<file path="config.mk">
export PLATFORM = sky130hd
export DESIGN_NAME = length_prefixed_json_deframer_core_flat
export DESIGN_NICKNAME = d
export VERILOG_FILES = /design/src/hw/rtl/lpjd_pkg.sv /design/src/hw/rtl/lpjd_stream_if.sv /design/src/hw/rtl/lpjd_parser.sv /design/src/hw/rtl/length_prefixed_json_deframer_core.sv /design/src/flat_wrapper.sv
export VERILOG_INCLUDE_DIRS = /design/src /design/src/hw/rtl
export SDC_FILE = /design/constraint.sdc
export NUM_CORES = 1
export LEC_CHECK = 0
export ABC_CLOCK_PERIOD_IN_PS = 8800
export BUFFER_PORTS_ARGS = -buffer_cell sky130_fd_sc_hd__buf_2
export CORE_UTILIZATION = 60
export DETAILED_ROUTE_END_ITERATION = 7
export HOLD_SLACK_MARGIN = 0.03
export PLACE_DENSITY = 0.92
export SLEW_MARGIN = 10
export SYNTH_ARGS = -nofsm -noshare
export SYNTH_HDL_FRONTEND = slang
export SYNTH_SLANG_ARGS = --single-unit
</file>
<file path="constraint.sdc">
create_clock -name clk -period 8.8 [get_ports clk]
set_clock_uncertainty 0.15 [all_clocks]
set_input_delay 1.76 -clock clk [delete_from_list [all_inputs] [get_ports clk]]
set_output_delay 1.76 -clock clk [all_outputs]
set_load 0.02 [all_outputs]
</file>
<file path="src/hw/rtl/assert_macros.svh">
// ----------------------------------------------------------------------------
// Assertion macros
// Clocked on clk, disabled while rst_n is low.
// ----------------------------------------------------------------------------
`ifndef ASSERT_MACROS_SVH
`define ASSERT_MACROS_SVH

// Condition holds at every clock edge
`define ASSERT_ALWAYS(label, cond, msg) \
    label: assert property (@(posedge clk) disable iff (!rst_n) (cond)) else $error(msg);

// Antecedent implies consequent in the same cycle
`define ASSERT_IMPLIES(label, ante, cons, msg) \
    label: assert property (@(posedge clk) disable iff (!rst_n) (ante) |-> (cons)) \
        else $error(msg);

`endif

</file>
<file path="src/hw/rtl/lpjd_pkg.sv">
// ----------------------------------------------------------------------------
// lpjd_pkg
// Types and constants shared by the length-prefixed deframer.
// ----------------------------------------------------------------------------
`timescale 1ns / 1ps

package lpjd_pkg;

    localparam int BYTE_W        = 8;
    localparam int CLASS_W       = 3;
    localparam int ERR_W         = 3;
    localparam int LEN_W         = 40;
    localparam int CLEN_W        = 48;
    localparam int APB_DATA_W    = 64;
    localparam int APB_ADDR_W    = 4;
    localparam int HEADER_DIGITS = 10;
    localparam int DIGIT_W       = $clog2(HEADER_DIGITS + 1);

    localparam logic [APB_ADDR_W-1:0] ADDR_CONTENT_LENGTH = '0;

    localparam logic [BYTE_W-1:0] CHAR_SEP = 8'h7C;

    localparam logic [CLASS_W-1:0] CLS_HEADER  = 3'd0;
    localparam logic [CLASS_W-1:0] CLS_SEP     = 3'd1;
    localparam logic [CLASS_W-1:0] CLS_JSON    = 3'd2;
    localparam logic [CLASS_W-1:0] CLS_DATA    = 3'd3;
    localparam logic [CLASS_W-1:0] CLS_DISCARD = 3'd4;

    localparam logic [ERR_W-1:0] ERR_NONE    = 3'd0;
    localparam logic [ERR_W-1:0] ERR_LENGTH  = 3'd1;
    localparam logic [ERR_W-1:0] ERR_BAD_SEP = 3'd2;
    localparam logic [ERR_W-1:0] ERR_BAD_HEX = 3'd3;
    localparam logic [ERR_W-1:0] ERR_EMPTY   = 3'd4;

    typedef struct packed {
        logic [BYTE_W-1:0]  out_byte;
        logic [CLASS_W-1:0] byte_class;
        logic               last_of_json;
        logic [ERR_W-1:0]   error_code;
        logic [LEN_W-1:0]   payload_length;
    } lpjd_result_t;

endpackage

</file>
<file path="src/hw/rtl/lpjd_stream_if.sv">
// ----------------------------------------------------------------------------
// lpjd_stream_if
// Valid/ready channels for raw body bytes and classified result bytes.
// ----------------------------------------------------------------------------
`timescale 1ns / 1ps

interface lpjd_in_if;
    logic                          valid;
    logic                          ready;
    logic [lpjd_pkg::BYTE_W-1:0]   data_byte;

    modport source (output valid, output data_byte, input ready);
    modport sink   (input valid, input data_byte, output ready);
endinterface

interface lpjd_out_if;
    logic                          valid;
    logic                          ready;
    logic [lpjd_pkg::BYTE_W-1:0]   out_byte;
    logic [lpjd_pkg::CLASS_W-1:0]  byte_class;
    logic                          last_of_json;
    logic [lpjd_pkg::ERR_W-1:0]    error_code;
    logic [lpjd_pkg::LEN_W-1:0]    payload_length;

    modport source (output valid, output out_byte, output byte_class, output last_of_json,
                    output error_code, output payload_length, input ready);
    modport sink   (input valid, input out_byte, input byte_class, input last_of_json,
                    input error_code, input payload_length, output ready);
endinterface

</file>
<file path="src/hw/rtl/lpjd_parser.sv">
// ----------------------------------------------------------------------------
// lpjd_parser
// Framing state machine: decodes the hex length header, checks the
// separator, counts payload bytes and classifies each byte.
// ----------------------------------------------------------------------------
`timescale 1ns / 1ps

module lpjd_parser (
    input  logic                          clk,
    input  logic                          rst_n,
    input  logic                          step,
    input  logic [lpjd_pkg::BYTE_W-1:0]   data_byte,
    input  logic [lpjd_pkg::CLEN_W-1:0]   content_length,
    output lpjd_pkg::lpjd_result_t        result
);
    import lpjd_pkg::*;

    localparam logic [2:0] PH_HEADER = 3'd0;
    localparam logic [2:0] PH_SEP    = 3'd1;
    localparam logic [2:0] PH_JSON   = 3'd2;
    localparam logic [2:0] PH_DATA   = 3'd3;
    localparam logic [2:0] PH_FAIL   = 3'd4;

    localparam logic [DIGIT_W-1:0] DIGITS_LAST = DIGIT_W'(HEADER_DIGITS - 1);
    localparam logic [DIGIT_W-1:0] DIGITS_FULL = DIGIT_W'(HEADER_DIGITS);
    localparam logic [CLEN_W-1:0]  FRAME_OVERHEAD = CLEN_W'(HEADER_DIGITS + 1);

    logic [2:0]         phase_reg;
    logic [2:0]         phase_next;
    logic [DIGIT_W-1:0] digit_count_reg;
    logic [DIGIT_W-1:0] digit_count_next;
    logic [LEN_W-1:0]   length_acc_reg;
    logic [LEN_W-1:0]   length_acc_next;
    logic [LEN_W-1:0]   bytes_left_reg;
    logic [LEN_W-1:0]   bytes_left_next;

    logic               hex_ok;
    logic [3:0]         hex_val;
    logic [LEN_W-1:0]   acc_shift;
    logic [CLEN_W-1:0]  frame_total;
    logic [CLASS_W-1:0] cls;
    logic               last;
    logic [ERR_W-1:0]   err;

    always_comb
    begin
        hex_ok  = 1'b1;
        hex_val = 4'd0;
        if (data_byte >= 8'h30 && data_byte <= 8'h39)
        begin
            hex_val = 4'(data_byte - 8'h30);
        end
        else if (data_byte >= 8'h61 && data_byte <= 8'h66)
        begin
            hex_val = 4'(data_byte - 8'h57);
        end
        else if (data_byte >= 8'h41 && data_byte <= 8'h46)
        begin
            hex_val = 4'(data_byte - 8'h37);
        end
        else
        begin
            hex_ok = 1'b0;
        end
    end

    assign acc_shift   = {length_acc_reg[LEN_W-5:0], hex_val};
    assign frame_total = {{(CLEN_W-LEN_W){1'b0}}, acc_shift} + FRAME_OVERHEAD;

    always_comb
    begin
        phase_next       = phase_reg;
        digit_count_next = digit_count_reg;
        length_acc_next  = length_acc_reg;
        bytes_left_next  = bytes_left_reg;
        cls              = CLS_HEADER;
        last             = 1'b0;
        err              = ERR_NONE;
        unique case (phase_reg)
            PH_HEADER:
            begin
                cls = CLS_HEADER;
                if (!hex_ok)
                begin
                    err        = ERR_BAD_HEX;
                    phase_next = PH_FAIL;
                end
                else
                begin
                    length_acc_next = acc_shift;
                    if (digit_count_reg >= DIGITS_LAST)
                    begin
                        digit_count_next = DIGITS_FULL;
                        phase_next       = PH_SEP;
                        if (frame_total > content_length)
                        begin
                            err = ERR_LENGTH;
                        end
                    end
                    else
                    begin
                        digit_count_next = digit_count_reg + 1'b1;
                    end
                end
            end
            PH_SEP:
            begin
                cls = CLS_SEP;
                if (data_byte != CHAR_SEP)
                begin
                    err        = ERR_BAD_SEP;
                    phase_next = PH_FAIL;
                end
                else if (length_acc_reg == '0)
                begin
                    err        = ERR_EMPTY;
                    phase_next = PH_DATA;
                end
                else
                begin
                    bytes_left_next = length_acc_reg;
                    phase_next      = PH_JSON;
                end
            end
            PH_JSON:
            begin
                cls = CLS_JSON;
                if (bytes_left_reg != '0)
                begin
                    bytes_left_next = bytes_left_reg - 1'b1;
                end
                if (bytes_left_next == '0)
                begin
                    last       = 1'b1;
                    phase_next = PH_DATA;
                end
            end
            PH_DATA:
            begin
                cls = CLS_DATA;
            end
            default:
            begin
                cls        = CLS_DISCARD;
                phase_next = PH_FAIL;
            end
        endcase
    end

    always_ff @(posedge clk or negedge rst_n)
    begin
        if (!rst_n)
        begin
            phase_reg       <= PH_HEADER;
            digit_count_reg <= '0;
            length_acc_reg  <= '0;
            bytes_left_reg  <= '0;
        end
        else if (step)
        begin
            phase_reg       <= phase_next;
            digit_count_reg <= digit_count_next;
            length_acc_reg  <= length_acc_next;
            bytes_left_reg  <= bytes_left_next;
        end
    end

    always_comb
    begin
        result.out_byte       = data_byte;
        result.byte_class     = cls;
        result.last_of_json   = last;
        result.error_code     = err;
        result.payload_length = (digit_count_next == DIGITS_FULL) ? length_acc_next : '0;
    end

endmodule

</file>
<file path="src/hw/rtl/length_prefixed_json_deframer_core.sv">
// ----------------------------------------------------------------------------
// length_prefixed_json_deframer_core
// Splits a body stream into a hex length header, a separator, a json payload
// of the announced length and trailing data, one byte per cycle if unstalled.
// ----------------------------------------------------------------------------
// Usage:
//   din  : one raw body byte per transfer (valid/ready).
//   dout : one classified byte per transfer: out_byte, byte_class,
//          last_of_json, error_code, payload_length.
//   APB  : register content_length (48 bits) at byte address 0, 64-bit
//          data; write it only while no byte is in flight.
//   Each byte passes an input register and then a result register; dout
//   valid rises when the byte moves into the result register, which it can
//   only do while no stalled result is held there. The framing state advances
//   once per byte, so one byte is taken every cycle unless dout stalls.
//   Reset returns the framer to the header phase, clears the length
//   and content_length, and empties both registers.
//   When dout stalls, the result register holds and the input register
//   still takes one more byte; din ready falls once both are full and
//   rises in the cycle dout is taken again. No byte is lost or repeated.
// ----------------------------------------------------------------------------
`timescale 1ns / 1ps
`include "assert_macros.svh"

module length_prefixed_json_deframer_core (
    input  logic                               clk,
    input  logic                               rst_n,
    lpjd_in_if.sink                            din,
    lpjd_out_if.source                         dout,
    input  logic                               psel,
    input  logic                               penable,
    input  logic                               pwrite,
    input  logic [lpjd_pkg::APB_ADDR_W-1:0]    paddr,
    input  logic [lpjd_pkg::APB_DATA_W-1:0]    pwdata,
    output logic [lpjd_pkg::APB_DATA_W-1:0]    prdata,
    output logic                               pready
);
    import lpjd_pkg::*;

    logic [CLEN_W-1:0]  content_length_reg;
    logic               in_valid_reg;
    logic [BYTE_W-1:0]  in_byte_reg;
    logic               out_valid_reg;
    lpjd_result_t       out_reg;
    lpjd_result_t       result;
    logic               advance;
    logic               in_xfer;

    assign pready = 1'b1;
    assign prdata = (paddr == ADDR_CONTENT_LENGTH)
                  ? {{(APB_DATA_W-CLEN_W){1'b0}}, content_length_reg} : '0;

    always_ff @(posedge clk or negedge rst_n)
    begin
        if (!rst_n)
        begin
            content_length_reg <= '0;
        end
        else if (psel && penable && pwrite && pready && paddr == ADDR_CONTENT_LENGTH)
        begin
            content_length_reg <= pwdata[CLEN_W-1:0];
        end
    end

    assign advance   = in_valid_reg && (!out_valid_reg || dout.ready);
    assign din.ready = !in_valid_reg || advance;
    assign in_xfer   = din.valid && din.ready;

    always_ff @(posedge clk or negedge rst_n)
    begin
        if (!rst_n)
        begin
            in_valid_reg <= 1'b0;
        end
        else if (in_xfer)
        begin
            in_valid_reg <= 1'b1;
        end
        else if (advance)
        begin
            in_valid_reg <= 1'b0;
        end
    end

    always_ff @(posedge clk)
    begin
        if (in_xfer)
        begin
            in_byte_reg <= din.data_byte;
        end
    end

    lpjd_parser u_parser (
        .clk            (clk),
        .rst_n          (rst_n),
        .step           (advance),
        .data_byte      (in_byte_reg),
        .content_length (content_length_reg),
        .result         (result)
    );

    always_ff @(posedge clk or negedge rst_n)
    begin
        if (!rst_n)
        begin
            out_valid_reg <= 1'b0;
        end
        else if (advance)
        begin
            out_valid_reg <= 1'b1;
        end
        else if (dout.ready)
        begin
            out_valid_reg <= 1'b0;
        end
    end

    always_ff @(posedge clk)
    begin
        if (advance)
        begin
            out_reg <= result;
        end
    end

    assign dout.valid          = out_valid_reg;
    assign dout.out_byte       = out_reg.out_byte;
    assign dout.byte_class     = out_reg.byte_class;
    assign dout.last_of_json   = out_reg.last_of_json;
    assign dout.error_code     = out_reg.error_code;
    assign dout.payload_length = out_reg.payload_length;

    `ASSERT_ALWAYS(a_no_drop_on_stall, !(in_valid_reg && out_valid_reg && !dout.ready && din.ready), "input taken while both stages are full and output stalls")
    `ASSERT_IMPLIES(a_last_is_json, out_valid_reg && out_reg.last_of_json, out_reg.byte_class == CLS_JSON, "last_of_json outside json payload")
    `ASSERT_IMPLIES(a_json_has_length, out_valid_reg && out_reg.byte_class == CLS_JSON, out_reg.payload_length != '0, "json payload byte with zero decoded length")
    `ASSERT_IMPLIES(a_discard_clean, out_valid_reg && out_reg.byte_class == CLS_DISCARD, out_reg.error_code == ERR_NONE && !out_reg.last_of_json, "discarded byte carries flags")

endmodule

</file>
<file path="src/flat_wrapper.sv">
// flat-port wrapper written by rule: the top's interface ports become plain ports
module length_prefixed_json_deframer_core_flat import lpjd_pkg::*;
  (clk, rst_n, psel, penable, pwrite, paddr, pwdata, prdata, pready, din_valid, din_data_byte, din_ready, dout_valid, dout_out_byte, dout_byte_class, dout_last_of_json, dout_error_code, dout_payload_length, dout_ready);
  lpjd_in_if din_i ();
  lpjd_out_if dout_i ();
  input  logic clk;
  input  logic rst_n;
  input  logic psel;
  input  logic penable;
  input  logic pwrite;
  input  logic [lpjd_pkg::APB_ADDR_W-1:0] paddr;
  input  logic [lpjd_pkg::APB_DATA_W-1:0] pwdata;
  output logic [lpjd_pkg::APB_DATA_W-1:0] prdata;
  output logic pready;
  input wire logic [$bits(din_i.valid)-1:0] din_valid;
  input wire logic [$bits(din_i.data_byte)-1:0] din_data_byte;
  output wire logic [$bits(din_i.ready)-1:0] din_ready;
  output wire logic [$bits(dout_i.valid)-1:0] dout_valid;
  output wire logic [$bits(dout_i.out_byte)-1:0] dout_out_byte;
  output wire logic [$bits(dout_i.byte_class)-1:0] dout_byte_class;
  output wire logic [$bits(dout_i.last_of_json)-1:0] dout_last_of_json;
  output wire logic [$bits(dout_i.error_code)-1:0] dout_error_code;
  output wire logic [$bits(dout_i.payload_length)-1:0] dout_payload_length;
  input wire logic [$bits(dout_i.ready)-1:0] dout_ready;
  assign din_i.valid = din_valid;
  assign din_i.data_byte = din_data_byte;
  assign din_ready = din_i.ready;
  assign dout_valid = dout_i.valid;
  assign dout_out_byte = dout_i.out_byte;
  assign dout_byte_class = dout_i.byte_class;
  assign dout_last_of_json = dout_i.last_of_json;
  assign dout_error_code = dout_i.error_code;
  assign dout_payload_length = dout_i.payload_length;
  assign dout_i.ready = dout_ready;
  length_prefixed_json_deframer_core u_core (.clk(clk), .rst_n(rst_n), .din(din_i), .dout(dout_i), .psel(psel), .penable(penable), .pwrite(pwrite), .paddr(paddr), .pwdata(pwdata), .prdata(prdata), .pready(pready));
endmodule
</file>
[After elaboration in Yosys (flattened, before gate mapping)]
Cells that the tools add are included.
Word-level totals
  register bits: 200
  input port bits: 83
  output and inout bits: 122
  logic and storage cells: 94
Operators by class
  $add $sub $neg: 6
  order comparisons: 8
  eq/ne operators: 9
  muxes and demuxes: 35
  bitwise gates (word level): 1
  reductions and logical operators: 22
Operators by type and width (count)
  40-bit two-way mux: 6
  40-bit zero test: 2
  40-bit case mux with 2 select lines: 1
  41-bit by 48-bit greater-than comparator with 1-bit output: 1
  48-bit two-way mux: 1
  40-bit by 4-bit adder with 41-bit output (second input constant): 1
  40-bit nonzero test: 1
  40-bit by 1-bit subtractor with 40-bit output (second input constant): 1
  4-bit two-way mux: 6
  3-bit case mux with 4 select lines: 2
  3-bit two-way mux: 6
  8-bit by 7-bit >= comparator with 1-bit output (second input constant): 2
  8-bit by 7-bit less-or-equal comparator with 1-bit output (second input constant): 2
  1-bit two-way mux: 11
  8-bit by 6-bit >= comparator with 1-bit output (second input constant): 1
  8-bit by 6-bit less-or-equal comparator with 1-bit output (second input constant): 1
  1-bit logical AND: 8
  8-bit by 7-bit != test with 1-bit output (second input constant): 1
  4-bit AND reduction: 2
  4-bit by 3-bit subtractor with 4-bit output (second input constant): 2
  3-bit by 2-bit equality test with 1-bit output (second input constant): 2
  2-bit != test (second input constant): 3
  3-bit case mux with 2 select lines: 1
  2-bit nonzero test: 3
  other kinds (12): 14

[Depth between registers and ports, before layout]
  depth in word-level cells: 11
  mapped depth: 22
  depth with buffers taken out: 21

[Modules after synthesis]
From an unflattened synthesis, not the netlist that was laid out.
Unflattened totals
  cell total of the unflattened synthesis: 1313
  area total of the unflattened synthesis: 12493.2 um2
Modules (own cells, without submodules)
  lpjd_parser: instances 1, cells each 1067, area an instance 8142.8 um2, sequential area each 2177.1 um2
  length_prefixed_json_deframer_core: instances 1, cells each 246, area an instance 4350.4 um2, sequential area each 3143.0 um2

[Worst setup path after synthesis]
OpenSTA, ideal clock, no wires.
  kind: input port to output port
  start: in paddr[1] in the netlist's numbering
  end: out prdata[27] in the netlist's numbering
  data arrival time: 2884 ps
  required time: 6890 ps
  path slack: 4006 ps
  stages: 4
  path buffers: 2
  path through: nor4_1 > clkbuf_1 > clkbuf_1 > and2_1
On the way
  longest elaborated chain between the ends: 2
RTL lines
  start: declaration: line flat_wrapper.sv:11  | input logic [lpjd_pkg::APB_ADDR_W-1:0] paddr;
  4-bit zero test: line length_prefixed_json_deframer_core.sv:50  | assign prdata = (paddr == ADDR_CONTENT_LENGTH)
  48-bit two-way mux: line length_prefixed_json_deframer_core.sv:51  | ? {{(APB_DATA_W-CLEN_W){1'b0}}, content_length_reg} : '0;
  end: declaration: line flat_wrapper.sv:13  | output logic [lpjd_pkg::APB_DATA_W-1:0] prdata;
Every way passes these cells.

==> flow_metrics.tcl <==
set metrics [dict create \
    setup.worst_path.start_class "register" \
    largest_reg_flops 48 \
    r2r-end "u_core.dout.error_code[0]" \
    antenna_found_initial 0 \
    dp_cells 1684 \
    drive_above_1_share 0.191 \
    leakage_nw 6.22 \
    crit_fanout 8 \
    tightest_slew_ns 1.21 \
    drt-initial-drc-count 1372 \
    vdd_ir_drop_max_mv 0.129 \
    ys_async_sr_fraction 0.685 \
    status "completed" \
    dp_hpwl_mm 22.6 \
    fmax_mhz 159 \
    layout_min_cycle_time_ns 6.30 \
    routed_via_density 6.30 \
    synth_edf_count 63 \
    hold_end "u_core.dout.out_byte[7]" \
    whs_path_depth 0 \
    ant_nets 0 \
    grt_overflow_total 0 \
    ys_types 69 \
    ctsHtreeMaxLevel 4 \
    grt_pass1_wl_mm 52.3 \
    grt_util_all_layers 0.327 \
    layout.cells.non_filler 1716 \
    fin_util 0.686 \
    io-pin-count 205 \
    arrival_ns 6.34 \
    reg2regPathDepth 15 \
    clk_pin_slew_worst_paths_ns 0.07 \
    coreArea_um2 19600 \
    drc_errors 0 \
    endpoint_kind "register" \
    worstReg2RegStart "u_core.in_byte_reg[3]" \
    p_per_area_nw_per_um2 153 \
    grt_max_degree 89 \
    final-hold-violation-count 0 \
    die_w_um 144 \
    cts.repair.resized 0 \
    relSlewSlack 0.190 \
    cts_hold_buf 0 \
    io_buffer_count 171 \
    cap_violations 0 \
    mappedNetlistArea_um2 12100 \
    p_switching_mw 0.548 \
    gp_congestion 0.963 \
    cts.sinks 200 \
    required_ns 8.84 \
    ys_dominant_reg_cell "dfrtp_1" \
    clockBufferDepth 2 \
    yosys_register_bits 200 \
    rsz0062_at_grt "no" \
    setup_viol 0 \
    p_comb_frac 0.113 \
    die_area_um2 20700 \
    fin_setup_tns_ns 0 \
    wire_per_inst_um 19.3 \
    nNetsFinal 1573 \
    grt_pass1_vias 10248 \
    path_class "reg2reg" \
    firstDrtPassIters 6 \
    diodes 0 \
    post_cts_buffers 0 \
    setup_slack_ns 2.50 \
    area_growth_pct 11.5 \
    cts-root-buf "clkbuf_16" \
    vias 10805 \
    syn_inst 1347 \
    wl_mm 33.0 \
    yosys_warnings 0 \
    dp_slack_ns 3.00 \
    die_h_um 144 \
    r2r_slack_ns 2.50 \
    final_cell_mix "nand2_1, buf_2, dfrtp_1, o21ai_0, a21oi_1" \
    pwr-share-seq 0.513 \
    min_from "u_core.in_byte_reg[7]" \
    min_path_type "reg2reg" \
    synth_area_per_cell_um2 8.95 \
    num_rows 51 \
    clkPwrFrac 0.374 \
    swShare 0.266 \
    tritoncts "yes" \
    initial_utilization 0.616 \
    layout_commonest_cell "nand2_1" \
    intPower_mw 1.51 \
    slew_violations 0 \
    period_share 0.716 \
    clk_latency_ns 0.45 \
    seq_area_frac_synth 0.441 \
    cts_buffers 17 \
]
==> synthesized netlist by cell type (all sizes together), types with 6 or more instances <==
library cell	count	area [µm²]
a21o	7	53.8
a21oi	97	485
a22o	6	52.6
a22oi	11	82.6
a31oi	12	75.1
and2	51	319
and3	21	133
buf	27	190
clkbuf	99	372
dfrtp	137	3430
edfxtp	63	1890
ha	52	651
inv	58	218
mux2	44	495
nand2	182	683
nand2b	16	100
nand3	22	115
nand4	27	169
nor2	85	319
nor2b	11	68.8
nor3	22	110
nor4	35	234
o21ai	101	505
o22a	9	78.8
o22ai	8	50.1
o31ai	7	52.6
or3	8	55.1
or4	18	143
xnor2	29	254
xor2	16	140
==> routing by layer <==
layer / vias up / track usage / routed length [µm]
li1: 4886 / - / -
met1: 5117 / 0.413 / 12600
met2: 695 / 0.553 / 16000
met3: 107 / 0.0540 / 3190
met4: 0 / 0.141 / 1190
met5: - / 0 / 0
==> cell type report <==
class	count	area, µm²
clock inverter	14	124
tap	265	332
sequential	200	5320
inverter	58	218
timing repair buffer	183	948
fill	1402	6150
multi-input combinational	978	6050
clock buffer	18	450
==> cells by family after synthesis <==
kind of cell    after synthesis  synth area share
mux                          45            0.0419
simple gates                521             0.218
buf+inv                     184            0.0646
fa+ha+maj                    52            0.0540
compound gates              298             0.147
flops                       200             0.441
other cells                   2          0.000623
xor+xnor                     45            0.0327
==> worst max-delay path, cell delays in order (launching register included) <==
cell and delay (ns):
edfxtp_1 0.52, nor4b_1 0.71, a21boi_0 0.43, nor4_1 0.85, nand4_1 0.40, nor3_1 0.59
nand2_1 0.17, xnor2_1 0.16, ha_1 0.36, nand4_1 0.13, nor4_1 0.51, nand4_1 0.29
nor4_1 0.41, a21oi_1 0.12, o21ai_0 0.18, a31oi_1 0.07
==> how the worst max path moves through the flow <==
stage                               start                         to  slack [ns]  cells past startpoint
floorplan                        paddr[1]                 prdata[27]        4.01                      4
global placement    u_core.in_byte_reg[3]  u_core.dout.error_code[0]        3.22                     16
detailed placement  u_core.in_byte_reg[0]  u_core.dout.error_code[0]        3.00                     19
CTS                 u_core.in_byte_reg[0]  u_core.dout.error_code[0]        2.75                     19
global route        u_core.in_byte_reg[3]  u_core.dout.error_code[0]        2.24                     16
finish              u_core.in_byte_reg[3]  u_core.dout.error_code[0]        2.50                     15
==> through the flow <==
step / power (mW) / cell area (µm²) / hold WS [ns]
after global routing: 2.12 / 13400 / 0.346
after detailed placement: 1.30 / 12900 / 0.314
after global placement: 1.28 / 12900 / 0.306
final: 2.06 / 13400 / 0.339
after CTS: 2.06 / 13400 / 0.332
after floorplan: 1.21 / 12100 / 0.292
==> power by group through the flow <==
stage / clock [mW] / sequential [mW] / combinational, mW
finish: 0.770 / 1.06 / 0.233
global route: 0.802 / 1.06 / 0.258
CTS: 0.770 / 1.05 / 0.232
detailed placement: 0 / 1.07 / 0.228
global placement: 0 / 1.07 / 0.216
floorplan: 0 / 1.08 / 0.131
Power figures use the tool's default switching activity.
